[config.mk]
export PLATFORM = sky130hd
export DESIGN_NAME = sha1_message_digest
export DESIGN_NICKNAME = d
export VERILOG_FILES = /design/src/sha1md_pkg.sv /design/src/sha1md_front.sv /design/src/sha1md_queue.sv /design/src/sha1md_core.sv /design/src/sha1_message_digest.sv
export SDC_FILE = /design/constraint.sdc
export NUM_CORES = 2
export LEC_CHECK = 0
export BUFFER_PORTS_ARGS = -buffer_cell sky130_fd_sc_hd__buf_2
export CORE_ASPECT_RATIO = 0.5
export CORE_MARGIN = 5
export CORE_UTILIZATION = 58
export CTS_CLUSTER_DIAMETER = 200
export DETAILED_ROUTE_END_ITERATION = 12
export GPL_ROUTABILITY_DRIVEN = 0
export PLACE_DENSITY = 0.83
export SLEW_MARGIN = 0
export SYNTH_ARGS = -nofsm -noshare
export SYNTH_HDL_FRONTEND = slang
export SYNTH_SLANG_ARGS = --single-unit
[constraint.sdc]
create_clock -name clk -period 13.6 [get_ports clk]
set_input_delay 0.68 -clock clk [delete_from_list [all_inputs] [get_ports clk]]
set_output_delay 0.68 -clock clk [all_outputs]
set_load 0.005 [all_outputs]
[src/sha1md_pkg.sv]
// Shared types and constants for the SHA-1 message digest block.
`timescale 1ns / 1ps

package sha1md_pkg;

    localparam int HASH_WORDS  = 5;
    localparam int WIN_WORDS   = 16;
    localparam int ROUNDS      = 80;
    localparam int QUEUE_DEPTH = 8;
    localparam int QUEUE_AW    = $clog2(QUEUE_DEPTH);

    localparam logic [7:0] PAD_BYTE = 8'h80;

    localparam logic [31:0] K0 = 32'h5A827999;
    localparam logic [31:0] K1 = 32'h6ED9EBA1;
    localparam logic [31:0] K2 = 32'h8F1BBCDC;
    localparam logic [31:0] K3 = 32'hCA62C1D6;

    localparam logic [31:0] H_INIT [HASH_WORDS] = '{
        32'h67452301, 32'hEFCDAB89, 32'h98BADCFE, 32'h10325476, 32'hC3D2E1F0
    };

    // one queued message word; on the last entry data already holds the pad byte
    typedef struct packed {
        logic        last;
        logic [1:0]  nbytes;
        logic [31:0] data;
    } qent_t;

    typedef enum logic [2:0] {
        ST_LOAD,
        ST_ROUND,
        ST_ADD,
        ST_PAD,
        ST_LEN_LO,
        ST_OUT
    } core_state_t;

endpackage

[src/sha1md_front.sv]
// Byte intake: packs message bytes into big-endian words and marks the tail.
`timescale 1ns / 1ps

module sha1md_front
    import sha1md_pkg::*;
(
    input  logic        clk,
    input  logic        rst_n,
    input  logic        in_valid,
    output logic        in_ready,
    input  logic [7:0]  data_byte,
    input  logic        byte_present,
    input  logic        message_end,
    output logic        push_valid,
    output qent_t       push_data,
    input  logic        q_full
);

    logic [1:0]  nb_reg, nb_next;
    logic        pend_reg, pend_next;
    logic [23:0] acc_reg, acc_next;
    logic [23:0] acc_cur;
    logic [1:0]  nb_cur;
    logic        accept;
    logic        word_done;

    function automatic logic [31:0] pad_word(input logic [23:0] acc, input logic [1:0] nb);
        logic [31:0] w;
        case (nb)
            2'd0:    w = {PAD_BYTE, 24'h0};
            2'd1:    w = {acc[7:0], PAD_BYTE, 16'h0};
            2'd2:    w = {acc[15:0], PAD_BYTE, 8'h0};
            2'd3:    w = {acc[23:0], PAD_BYTE};
            default: w = {PAD_BYTE, 24'h0};
        endcase
        return w;
    endfunction

    assign in_ready  = !pend_reg && !q_full;
    assign accept    = in_valid && in_ready;
    assign acc_cur   = byte_present ? {acc_reg[15:0], data_byte} : acc_reg;
    assign nb_cur    = nb_reg + {1'b0, byte_present};
    assign word_done = byte_present && (nb_reg == 2'd3);

    always_comb
    begin
        nb_next    = nb_reg;
        pend_next  = pend_reg;
        acc_next   = acc_reg;
        push_valid = 1'b0;
        push_data  = '{last: 1'b0, nbytes: 2'd0, data: {acc_reg, data_byte}};
        if (pend_reg)
        begin
            push_valid = !q_full;
            push_data  = '{last: 1'b1, nbytes: 2'd0, data: pad_word(acc_reg, 2'd0)};
            if (!q_full)
            begin
                pend_next = 1'b0;
            end
        end
        else if (accept)
        begin
            acc_next = acc_cur;
            if (word_done)
            begin
                push_valid = 1'b1;
                nb_next    = 2'd0;
                pend_next  = message_end;
            end
            else if (message_end)
            begin
                push_valid = 1'b1;
                push_data  = '{last: 1'b1, nbytes: nb_cur, data: pad_word(acc_cur, nb_cur)};
                nb_next    = 2'd0;
            end
            else
            begin
                nb_next = nb_cur;
            end
        end
    end

    always_ff @(posedge clk or negedge rst_n)
    begin
        if (!rst_n)
        begin
            nb_reg   <= 2'd0;
            pend_reg <= 1'b0;
        end
        else
        begin
            nb_reg   <= nb_next;
            pend_reg <= pend_next;
        end
    end

    always_ff @(posedge clk)
    begin
        acc_reg <= acc_next;
    end

endmodule

[src/sha1md_queue.sv]
// Short word queue between the byte intake and the compression engine.
`timescale 1ns / 1ps

module sha1md_queue
    import sha1md_pkg::*;
(
    input  logic  clk,
    input  logic  rst_n,
    input  logic  push_valid,
    input  qent_t push_data,
    output logic  full,
    output logic  pop_valid,
    input  logic  pop_ready,
    output qent_t pop_data
);

    qent_t                 mem_reg [QUEUE_DEPTH];
    logic [QUEUE_AW-1:0]   wr_reg, wr_next;
    logic [QUEUE_AW-1:0]   rd_reg, rd_next;
    logic [QUEUE_AW:0]     cnt_reg, cnt_next;
    logic                  do_push;
    logic                  do_pop;

    assign full      = (cnt_reg == (QUEUE_AW+1)'(QUEUE_DEPTH));
    assign pop_valid = (cnt_reg != '0);
    assign pop_data  = mem_reg[rd_reg];
    assign do_push   = push_valid && !full;
    assign do_pop    = pop_valid && pop_ready;

    always_comb
    begin
        wr_next  = do_push ? wr_reg + 1'b1 : wr_reg;
        rd_next  = do_pop ? rd_reg + 1'b1 : rd_reg;
        cnt_next = cnt_reg + {{QUEUE_AW{1'b0}}, do_push} - {{QUEUE_AW{1'b0}}, do_pop};
    end

    always_ff @(posedge clk or negedge rst_n)
    begin
        if (!rst_n)
        begin
            wr_reg  <= '0;
            rd_reg  <= '0;
            cnt_reg <= '0;
        end
        else
        begin
            wr_reg  <= wr_next;
            rd_reg  <= rd_next;
            cnt_reg <= cnt_next;
        end
    end

    always_ff @(posedge clk)
    begin
        if (do_push)
        begin
            mem_reg[wr_reg] <= push_data;
        end
    end

endmodule

[src/sha1md_core.sv]
// Compression engine: schedule window, 80-round loop, padding, length and digest output.
`timescale 1ns / 1ps

module sha1md_core
    import sha1md_pkg::*;
(
    input  logic        clk,
    input  logic        rst_n,
    input  logic        pop_valid,
    output logic        pop_ready,
    input  qent_t       pop_data,
    output logic        out_valid,
    input  logic        out_ready,
    output logic [31:0] digest_word,
    output logic [2:0]  word_number,
    output logic        final_word
);

    core_state_t state_reg, state_next;
    logic [31:0] h_reg [HASH_WORDS];
    logic [31:0] h_next [HASH_WORDS];
    logic [31:0] v_reg [HASH_WORDS];
    logic [31:0] v_next [HASH_WORDS];
    logic [31:0] w_reg [WIN_WORDS];
    logic [31:0] w_next [WIN_WORDS];
    logic [63:0] bits_reg, bits_next;
    logic [3:0]  wcnt_reg, wcnt_next;
    logic [6:0]  rnd_reg, rnd_next;
    logic [2:0]  idx_reg, idx_next;
    logic        fin_reg, fin_next;
    logic        len_reg, len_next;

    logic        push_en;
    logic [31:0] push_word;
    logic [31:0] sched;
    logic [31:0] f_val;
    logic [31:0] k_val;
    logic [31:0] t_sum;

    assign digest_word = h_reg[idx_reg];
    assign word_number = idx_reg;
    assign final_word  = (idx_reg == 3'(HASH_WORDS - 1));
    assign out_valid   = (state_reg == ST_OUT);

    always_comb
    begin
        sched = w_reg[13] ^ w_reg[8] ^ w_reg[2] ^ w_reg[0];
        sched = {sched[30:0], sched[31]};
        if (rnd_reg < 7'd20)
        begin
            f_val = (v_reg[1] & v_reg[2]) | (~v_reg[1] & v_reg[3]);
            k_val = K0;
        end
        else if (rnd_reg < 7'd40)
        begin
            f_val = v_reg[1] ^ v_reg[2] ^ v_reg[3];
            k_val = K1;
        end
        else if (rnd_reg < 7'd60)
        begin
            f_val = (v_reg[1] & v_reg[2]) | (v_reg[1] & v_reg[3]) | (v_reg[2] & v_reg[3]);
            k_val = K2;
        end
        else
        begin
            f_val = v_reg[1] ^ v_reg[2] ^ v_reg[3];
            k_val = K3;
        end
        t_sum = {v_reg[0][26:0], v_reg[0][31:27]} + f_val + v_reg[4] + w_reg[0] + k_val;
    end

    always_comb
    begin
        state_next = state_reg;
        h_next     = h_reg;
        v_next     = v_reg;
        w_next     = w_reg;
        bits_next  = bits_reg;
        wcnt_next  = wcnt_reg;
        rnd_next   = rnd_reg;
        idx_next   = idx_reg;
        fin_next   = fin_reg;
        len_next   = len_reg;
        pop_ready  = 1'b0;
        push_en    = 1'b0;
        push_word  = pop_data.data;

        case (state_reg)
            ST_LOAD:
            begin
                pop_ready = 1'b1;
                if (pop_valid)
                begin
                    push_en   = 1'b1;
                    bits_next = bits_reg + (pop_data.last ? {59'd0, pop_data.nbytes, 3'd0}
                                                          : 64'd32);
                    fin_next  = pop_data.last;
                    if (wcnt_reg == 4'd15)
                    begin
                        state_next = ST_ROUND;
                    end
                    else if (pop_data.last)
                    begin
                        state_next = ST_PAD;
                    end
                end
            end
            ST_ROUND:
            begin
                for (int i = 0; i < WIN_WORDS - 1; i++)
                begin
                    w_next[i] = w_reg[i+1];
                end
                w_next[WIN_WORDS-1] = sched;
                v_next[0] = t_sum;
                v_next[1] = v_reg[0];
                v_next[2] = {v_reg[1][1:0], v_reg[1][31:2]};
                v_next[3] = v_reg[2];
                v_next[4] = v_reg[3];
                rnd_next  = rnd_reg + 1'b1;
                if (rnd_reg == 7'(ROUNDS - 1))
                begin
                    state_next = ST_ADD;
                end
            end
            ST_ADD:
            begin
                for (int i = 0; i < HASH_WORDS; i++)
                begin
                    h_next[i] = h_reg[i] + v_reg[i];
                end
                if (fin_reg && len_reg)
                begin
                    state_next = ST_OUT;
                    idx_next   = 3'd0;
                end
                else if (fin_reg)
                begin
                    state_next = ST_PAD;
                end
                else
                begin
                    state_next = ST_LOAD;
                end
            end
            ST_PAD:
            begin
                push_en   = 1'b1;
                push_word = (wcnt_reg == 4'd14) ? bits_reg[63:32] : 32'd0;
                if (wcnt_reg == 4'd15)
                begin
                    state_next = ST_ROUND;
                end
                else if (wcnt_reg == 4'd14)
                begin
                    state_next = ST_LEN_LO;
                end
            end
            ST_LEN_LO:
            begin
                push_en    = 1'b1;
                push_word  = bits_reg[31:0];
                len_next   = 1'b1;
                state_next = ST_ROUND;
            end
            ST_OUT:
            begin
                if (out_ready)
                begin
                    if (idx_reg == 3'(HASH_WORDS - 1))
                    begin
                        h_next     = H_INIT;
                        bits_next  = 64'd0;
                        fin_next   = 1'b0;
                        len_next   = 1'b0;
                        state_next = ST_LOAD;
                    end
                    else
                    begin
                        idx_next = idx_reg + 1'b1;
                    end
                end
            end
            default:
            begin
                state_next = ST_LOAD;
            end
        endcase

        if (push_en)
        begin
            for (int i = 0; i < WIN_WORDS - 1; i++)
            begin
                w_next[i] = w_reg[i+1];
            end
            w_next[WIN_WORDS-1] = push_word;
            wcnt_next = wcnt_reg + 1'b1;
            if (wcnt_reg == 4'd15)
            begin
                v_next   = h_reg;
                rnd_next = 7'd0;
            end
        end
    end

    always_ff @(posedge clk or negedge rst_n)
    begin
        if (!rst_n)
        begin
            state_reg <= ST_LOAD;
            h_reg     <= H_INIT;
            bits_reg  <= 64'd0;
            wcnt_reg  <= 4'd0;
            rnd_reg   <= 7'd0;
            idx_reg   <= 3'd0;
            fin_reg   <= 1'b0;
            len_reg   <= 1'b0;
        end
        else
        begin
            state_reg <= state_next;
            h_reg     <= h_next;
            bits_reg  <= bits_next;
            wcnt_reg  <= wcnt_next;
            rnd_reg   <= rnd_next;
            idx_reg   <= idx_next;
            fin_reg   <= fin_next;
            len_reg   <= len_next;
        end
    end

    always_ff @(posedge clk)
    begin
        v_reg <= v_next;
        w_reg <= w_next;
    end

endmodule

[src/sha1_message_digest.sv]
// SHA-1 message digest, one message byte per input word, five digest words out.
// Bytes are taken one per cycle while s_tready is high, into an eight-word queue; each
// 64-byte block then needs 16 queue pops, then 80 rounds and the chaining add.
// Sustained input rate is set by the single round unit. Message end pads the last block
// and may add one more; then five output words, one per cycle while m_tready is high.
// rst_n is asynchronous: it loads the initial chaining values and empties the queue.
`timescale 1ns / 1ps

module sha1_message_digest
    import sha1md_pkg::*;
(
    input  logic        clk,
    input  logic        rst_n,
    input  logic        s_tvalid,
    output logic        s_tready,
    input  logic [7:0]  s_tdata,   // [7:0] data_byte
    input  logic        s_tuser,   // [0] byte_present
    input  logic        s_tlast,
    output logic        m_tvalid,
    input  logic        m_tready,
    output logic [31:0] m_tdata,   // [31:0] digest_word
    output logic [2:0]  m_tuser,   // [2:0] word_number
    output logic        m_tlast
);

    logic  push_valid;
    qent_t push_data;
    logic  q_full;
    logic  pop_valid;
    logic  pop_ready;
    qent_t pop_data;

    sha1md_front u_front (
        .clk          (clk),
        .rst_n        (rst_n),
        .in_valid     (s_tvalid),
        .in_ready     (s_tready),
        .data_byte    (s_tdata),
        .byte_present (s_tuser),
        .message_end  (s_tlast),
        .push_valid   (push_valid),
        .push_data    (push_data),
        .q_full       (q_full)
    );

    sha1md_queue u_queue (
        .clk        (clk),
        .rst_n      (rst_n),
        .push_valid (push_valid),
        .push_data  (push_data),
        .full       (q_full),
        .pop_valid  (pop_valid),
        .pop_ready  (pop_ready),
        .pop_data   (pop_data)
    );

    sha1md_core u_core (
        .clk         (clk),
        .rst_n       (rst_n),
        .pop_valid   (pop_valid),
        .pop_ready   (pop_ready),
        .pop_data    (pop_data),
        .out_valid   (m_tvalid),
        .out_ready   (m_tready),
        .digest_word (m_tdata),
        .word_number (m_tuser),
        .final_word  (m_tlast)
    );

endmodule
# --- After elaboration in Yosys (flattened, before gate mapping) ---
# Memories as Yosys holds them, arrays and structs flattened.
# Cells that the tools add are included.
totals:
  ramBits: 280
  mem_count: 1
  in_bits: 14
  word_cells: 189
  ff_bits: 952
classes:
  bitwise: 15
  n_lt_le_gt_ge: 4
  n_reduce_logical: 22
  add_sub_neg: 18
  mux: 68
  eq_ne: 22
mem_list:
  columns: ["name", "words", "word_bits", "read_ports", "rd_clocked_by_memory_dff", "wr", "line_no", "source"]
  rows:
  - ["u_queue.mem_reg", 8, 35, 1, 0, 1, "sha1md_queue.sv:17", "qent_t mem_reg [QUEUE_DEPTH];"]
op_table:
  columns: ["operator", "count"]
  rows:
  - ["$mux 512", 2]
  - ["$mux 160", 5]
  - ["$pmux 160 s2", 1]
  - ["$add 32x32->32", 9]
  - ["$mux 32", 8]
  - ["$mux 64", 3]
  - ["$xor 32x32->32", 5]
  - ["$mux 35", 4]
  - ["$and 32x32->32", 4]
  - ["$pmux 32 s4", 1]
  - ["$pmux 64 s2", 1]
  - ["$bmux 32 s3", 1]
  - ["$or 32x32->32", 3]
  - ["$add 64x64->64", 1]
  - ["$pmux 32 s2", 1]
  - ["$mux 3", 12]
  - ["$not 32->32", 1]
  - ["$mux 31", 1]
  - ["$mux 24", 1]
  - ["$mux 7", 3]
  - ["$pmux 3 s6", 1]
  - ["$mux 1", 15]
  - ["$lt 7x6->1 const B", 2]
  - ["$eq 4x4->1 const B", 3]
  - ["other kinds (34)", 61]

# --- Logic depth before layout (Yosys ltp) ---
logic_depth:
  ltp_word: 13
  depth_mapped: 26
  mapped_depth_nobuf: 25

# --- Modules after synthesis ---
# Synthesis repeated with hierarchy kept, for this count alone.
hier_totals:
  cells_unflattened: 5084
  area_unflattened_um2: 60536.8
modules_own_cells:
  columns: ["mod", "n_inst", "area_per_inst_um2", "cells_per_inst"]
  rows:
  - ["sha1md_core", 1, 47232.8, 4418]
  - ["sha1md_queue", 1, 11364.6, 461]
  - ["sha1md_front", 1, 1939.4, 205]

# --- Worst setup path after synthesis ---
# No wires, ideal clock.
synth_timing:
  kind: "reg-to-reg"
  start: "reg u_queue.cnt_reg[1]"
  end: "reg u_core.w_reg[0] (netlist bit), enable pin"
  stages_incl_launch_ff: 9
  t_required_ns: 9.964
  t_arrival_ns: 10.108
  setup_slack_ns: -0.144
  path_cell_list: "dfrtp_1 nor2_1 nand2_1 nand2_1 clkinv_1 nor2_1 clkbuf_1 buf_1 nand2_1"
synth_between:
  elab_chain_cells: 4
synth_rtl:
  columns: ["item", "line_no", "source"]
  rows:
  - ["start, declared", "sha1md_queue.sv:20", "logic [QUEUE_AW:0] cnt_reg, cnt_next;"]
  - ["start signal, assigned", "sha1md_queue.sv:49", "cnt_reg <= cnt_next;"]
  - ["$reduce_bool 4->1", "sha1md_queue.sv:25", "assign pop_valid = (cnt_reg != '0);"]
  - ["$mux 1", "sha1md_core.sv:92", "if (pop_valid)"]
  - ["$pmux 1 s2", "sha1md_core.sv:88", "case (state_reg)"]
  - ["$reduce_bool 2->1 (no line)", null, null]
  - ["end signal, assigned", "sha1md_core.sv:235", "w_reg <= w_next;"]
  - ["end, declared", "sha1md_core.sv:24", "logic [31:0] w_reg [WIN_WORDS];"]
# Every way passes these cells.
# A chain may end at the register's enable or synchronous reset.

==> flow_summary.toml <==
[final_layout]
ff_latch_area_um2 = 34150
final_nets = 5441
largest_reg_flops = 512
area_delta_synth_final_pct = 8.844
stdcell_area_um2 = 65600
finish.utilization_pct = 63.81
drive_above_1_share_pct = 10.16
finalNonFillerCells = 6516
multi_input_area_um2 = 24340
fillCellCount = 7086

[min_path]
hold_class = "input port to flop"
hold_end = "u_front.nb_reg[1]$_DFFE_PN0P_"
worstHoldPathCells = 3
hold_start = "s_tlast"

[drt]
via_per_inst = 6.494
drt_iter0_drc = 5468
first_pass_iters = 11
drc_errors = 0
drt_wl_total_um = 154500
vias = 42320
detail-route-antenna-nets = 0
wl_per_cell_um = 23.71

[pwr]
pwr-share-comb_pct = 4.4
cellLeakagePower_nw = 26.97
power_density_nw_per_um2 = 116.9
intPower_mw = 5.965
clock_power_share_pct = 41.5
irDropWorstVdd_v = 0.0001065
p_sw_share_pct = 22.24
sequentialPowerShare_pct = 54.1
p_sw_mw = 1.706

[logic_synthesis]
synth_compound_area_share_pct = 11.86
synth_edf_count = 816
synth-simple-area-share_pct = 9.736
async_flop_share_pct = 20.59
muxShareOfSynthArea_pct = 5.115
synth_xor_area_share_pct = 4.330
ys_warn_count = 0
synth_top_family_by_area = "compound AO/OA/AOI/OAI gates"
ys_seq_area_share_pct = 56.64
netlist_area_um2 = 60270
ys_seq_elements = 1229
netlist_instances = 5069
ys.flop_type = "edfxtp_1"
ys_types = 88
syn_area_per_cell_um2 = 11.89
synth_nets = 5446
synthAdderAreaFrac_pct = 9.105

[timing]
rsz0062_at_grt = "no"
hold-worst-slack_ns = 0.3129
period_needed_ns = 7.183
hold_violations = 0
finalSetupTns_ns = 0
worstMarginPinSlew_ns = 1.333
period_share_pct = 52.81
setup_violations = 0
finalClockSkew_ns = 0.03351
slew-limit-headroom_pct = 11.06
slew_viol_final = 0
timing.fmax_mhz = 139.2

[worst_setup_path]
required_ns = 14.21
regToRegSetupSlack_ns = 6.42
cpPeakStageDelay_ns = 0.62
crit_arrival_ns = 7.79
cp_slowest_cell = "a311oi_1"
reg2reg_to = "u_core.v_reg[157]$_DFF_P_"
critical_path.startpoint_type = "flop"
r2r_start = "u_core.rnd_reg[2]$_DFF_PN0_"
path_buf_inv = 6
rr_worst_depth = 26
cp_top_family = "compound AO/OA/AOI/OAI gates"
cp_common_cell = "inv_1"
critPathKind = "flop to flop"
cp-end-kind = "flop"
cp_max_fo = 34

[floorplan]
core_um2 = 102800
fp.dieH_um = 237.9
die_area_um2 = 110900
die_width_um = 465.9
floorplan.initialDensity_pct = 58.62
ios = 52
std_cell_rows = 83

[global_routing]
grt_pass1_vias = 41120
use_met2_pct = 42.79
track_usage_pct = 27.42
grt_max_degree = 243
grt_util_met1_pct = 37.90
grt-ovfl-total = 0
grt-busiest-layer = "met2"
grt_use_met3_pct = 5.563
grt_first_pass_wirelength_um = 238300
antenna_found_initial = 1

[place]
placed_cell_area_um2 = 61980
dp.cells = 6317
io_buffers = 51
dp_hpwl_um = 97820

[clocking]
htreeDepth = 3
cts_tree = "done"
post_cts_buffers = 0
clock_latency_ns = 0.72
cts_buffer_depth = 3
clk_pin_slew_ns = 0.07
clock_tree.root_cell = "clkbuf_16"
numCtsBuffers = 104
clock-sinks = 1229

[run_status]
status = "complete, no violations"

[run]
maxCapViolCount = 0
## worst max path at each step
stage / startpoint / to / cells past startpoint
floorplan: u_queue.cnt_reg[1]$_DFF_PN0_ / u_core.w_reg[0]$_DFFE_PP_ / 8
finish: u_core.rnd_reg[2]$_DFF_PN0_ / u_core.v_reg[157]$_DFF_P_ / 26
detailed placement: u_core.rnd_reg[2]$_DFF_PN0_ / u_core.v_reg[157]$_DFF_P_ / 26
CTS: u_core.rnd_reg[2]$_DFF_PN0_ / u_core.v_reg[157]$_DFF_P_ / 26
global route: u_core.rnd_reg[2]$_DFF_PN0_ / u_core.v_reg[157]$_DFF_P_ / 26
global placement: u_core.rnd_reg[2]$_DFF_PN0_ / u_core.v_reg[157]$_DFF_P_ / 26
## through the flow
| step | power, mW | setup slack [ns] |
|---|---|---|
| after global placement | 4.522 | 6.881 |
| after floorplan | 4.414 | 5.073 |
| final | 7.671 | 6.417 |
| after CTS | 7.695 | 6.612 |
| after global routing | 7.891 | 6.027 |
| after detailed placement | 4.554 | 6.606 |
## cell usage after synthesis (all sizes together) (89+ instances only)
cell type / n / area share, %
xnor2: 135 / 2.0
a21oi: 353 / 2.9
o21ai: 239 / 2.0
mux4: 102 / 3.8
xor2: 163 / 2.4
nand3: 89 / 0.75
edfxtp: 816 / 41
dfxtp: 160 / 5.3
inv: 303 / 1.9
dfrtp: 173 / 7.2
ha: 237 / 4.9
clkbuf: 179 / 1.1
fa: 126 / 4.2
nand2: 551 / 3.4
a31oi: 154 / 1.6
nor2: 412 / 2.6
## layer usage
layer  vias to the layer above  wire, um
li1                      18360         -
met4                         0      7388
met2                      2691     70470
met1                     20780     60430
met3                       493     16230
met5                         -         0
## power by group through the flow
stage / clock [mW] / combinational, mW / sequential [mW]
finish: 3.18 / 0.338 / 4.15
global route: 3.37 / 0.362 / 4.16
CTS: 3.21 / 0.334 / 4.15
detailed placement: 0 / 0.326 / 4.23
global placement: 0 / 0.305 / 4.22
floorplan: 0 / 0.205 / 4.21
## final cells by class
| type | count | area share [%] |
|---|---|---|
| multi-input cells | 3325 | 37.10 |
| clock inverters | 66 | 1.244 |
| inverters | 305 | 1.745 |
| flip-flops and latches | 1229 | 52.05 |
| diodes | 1 | 0.003815 |
| repair buffers | 99 | 0.9956 |
| clock buffers | 131 | 4.261 |
| well taps | 1360 | 2.594 |
## logic make-up after synthesis
group / count (synthesis)
and+or+nand+nor: 1340
DFF: 1229
AOI/OAI and AO/OA: 1146
buffers and inverters: 515
adders and majority gates: 363
xor gates and xnor gates: 298
muxes: 178
## what timing repair did
| item | 4_1_cts | 5_1_grt |
|---|---|---|
| resized for setup | 0 | 0 |
| hold buffers | 1 | 0 |
| hold endpoints to repair | 84 | 0 |
## cells in the final DEF, fill, tap and decap left out, drive strengths merged, types with 20 or more instances in the layout
master / Yosys / routed
xnor2: 135 / 135
o22ai: 35 / 35
nand2b: 33 / 33
inv: 303 / 308
xor2: 163 / 163
ha: 237 / 237
clkbuf: 179 / 131
nand4: 31 / 31
dfxtp: 160 / 160
a211oi: 22 / 22
nand3: 89 / 89
fa: 126 / 126
dfstp: 80 / 80
mux4: 102 / 102
dfrtp: 173 / 173
mux2: 20 / 20
and3: 32 / 32
or3: 37 / 37
nor2: 412 / 412
buf: 31 / 98
nor3: 61 / 61
o21a: 62 / 62
nand2: 551 / 551
a21o: 79 / 79
clkinv: 2 / 42
edfxtp: 816 / 816
o21ai: 239 / 239
a21oi: 353 / 353
a221oi: 34 / 34
o21bai: 27 / 27
mux2i: 56 / 56
a31oi: 154 / 154
nor2b: 25 / 25
## worst min-delay path, stage by stage
cell and delay, ns:
buf_2 0.12, nand3b_1 0.11, o21ai_0 0.07
No activity file was read; power rests on OpenSTA's default activity.
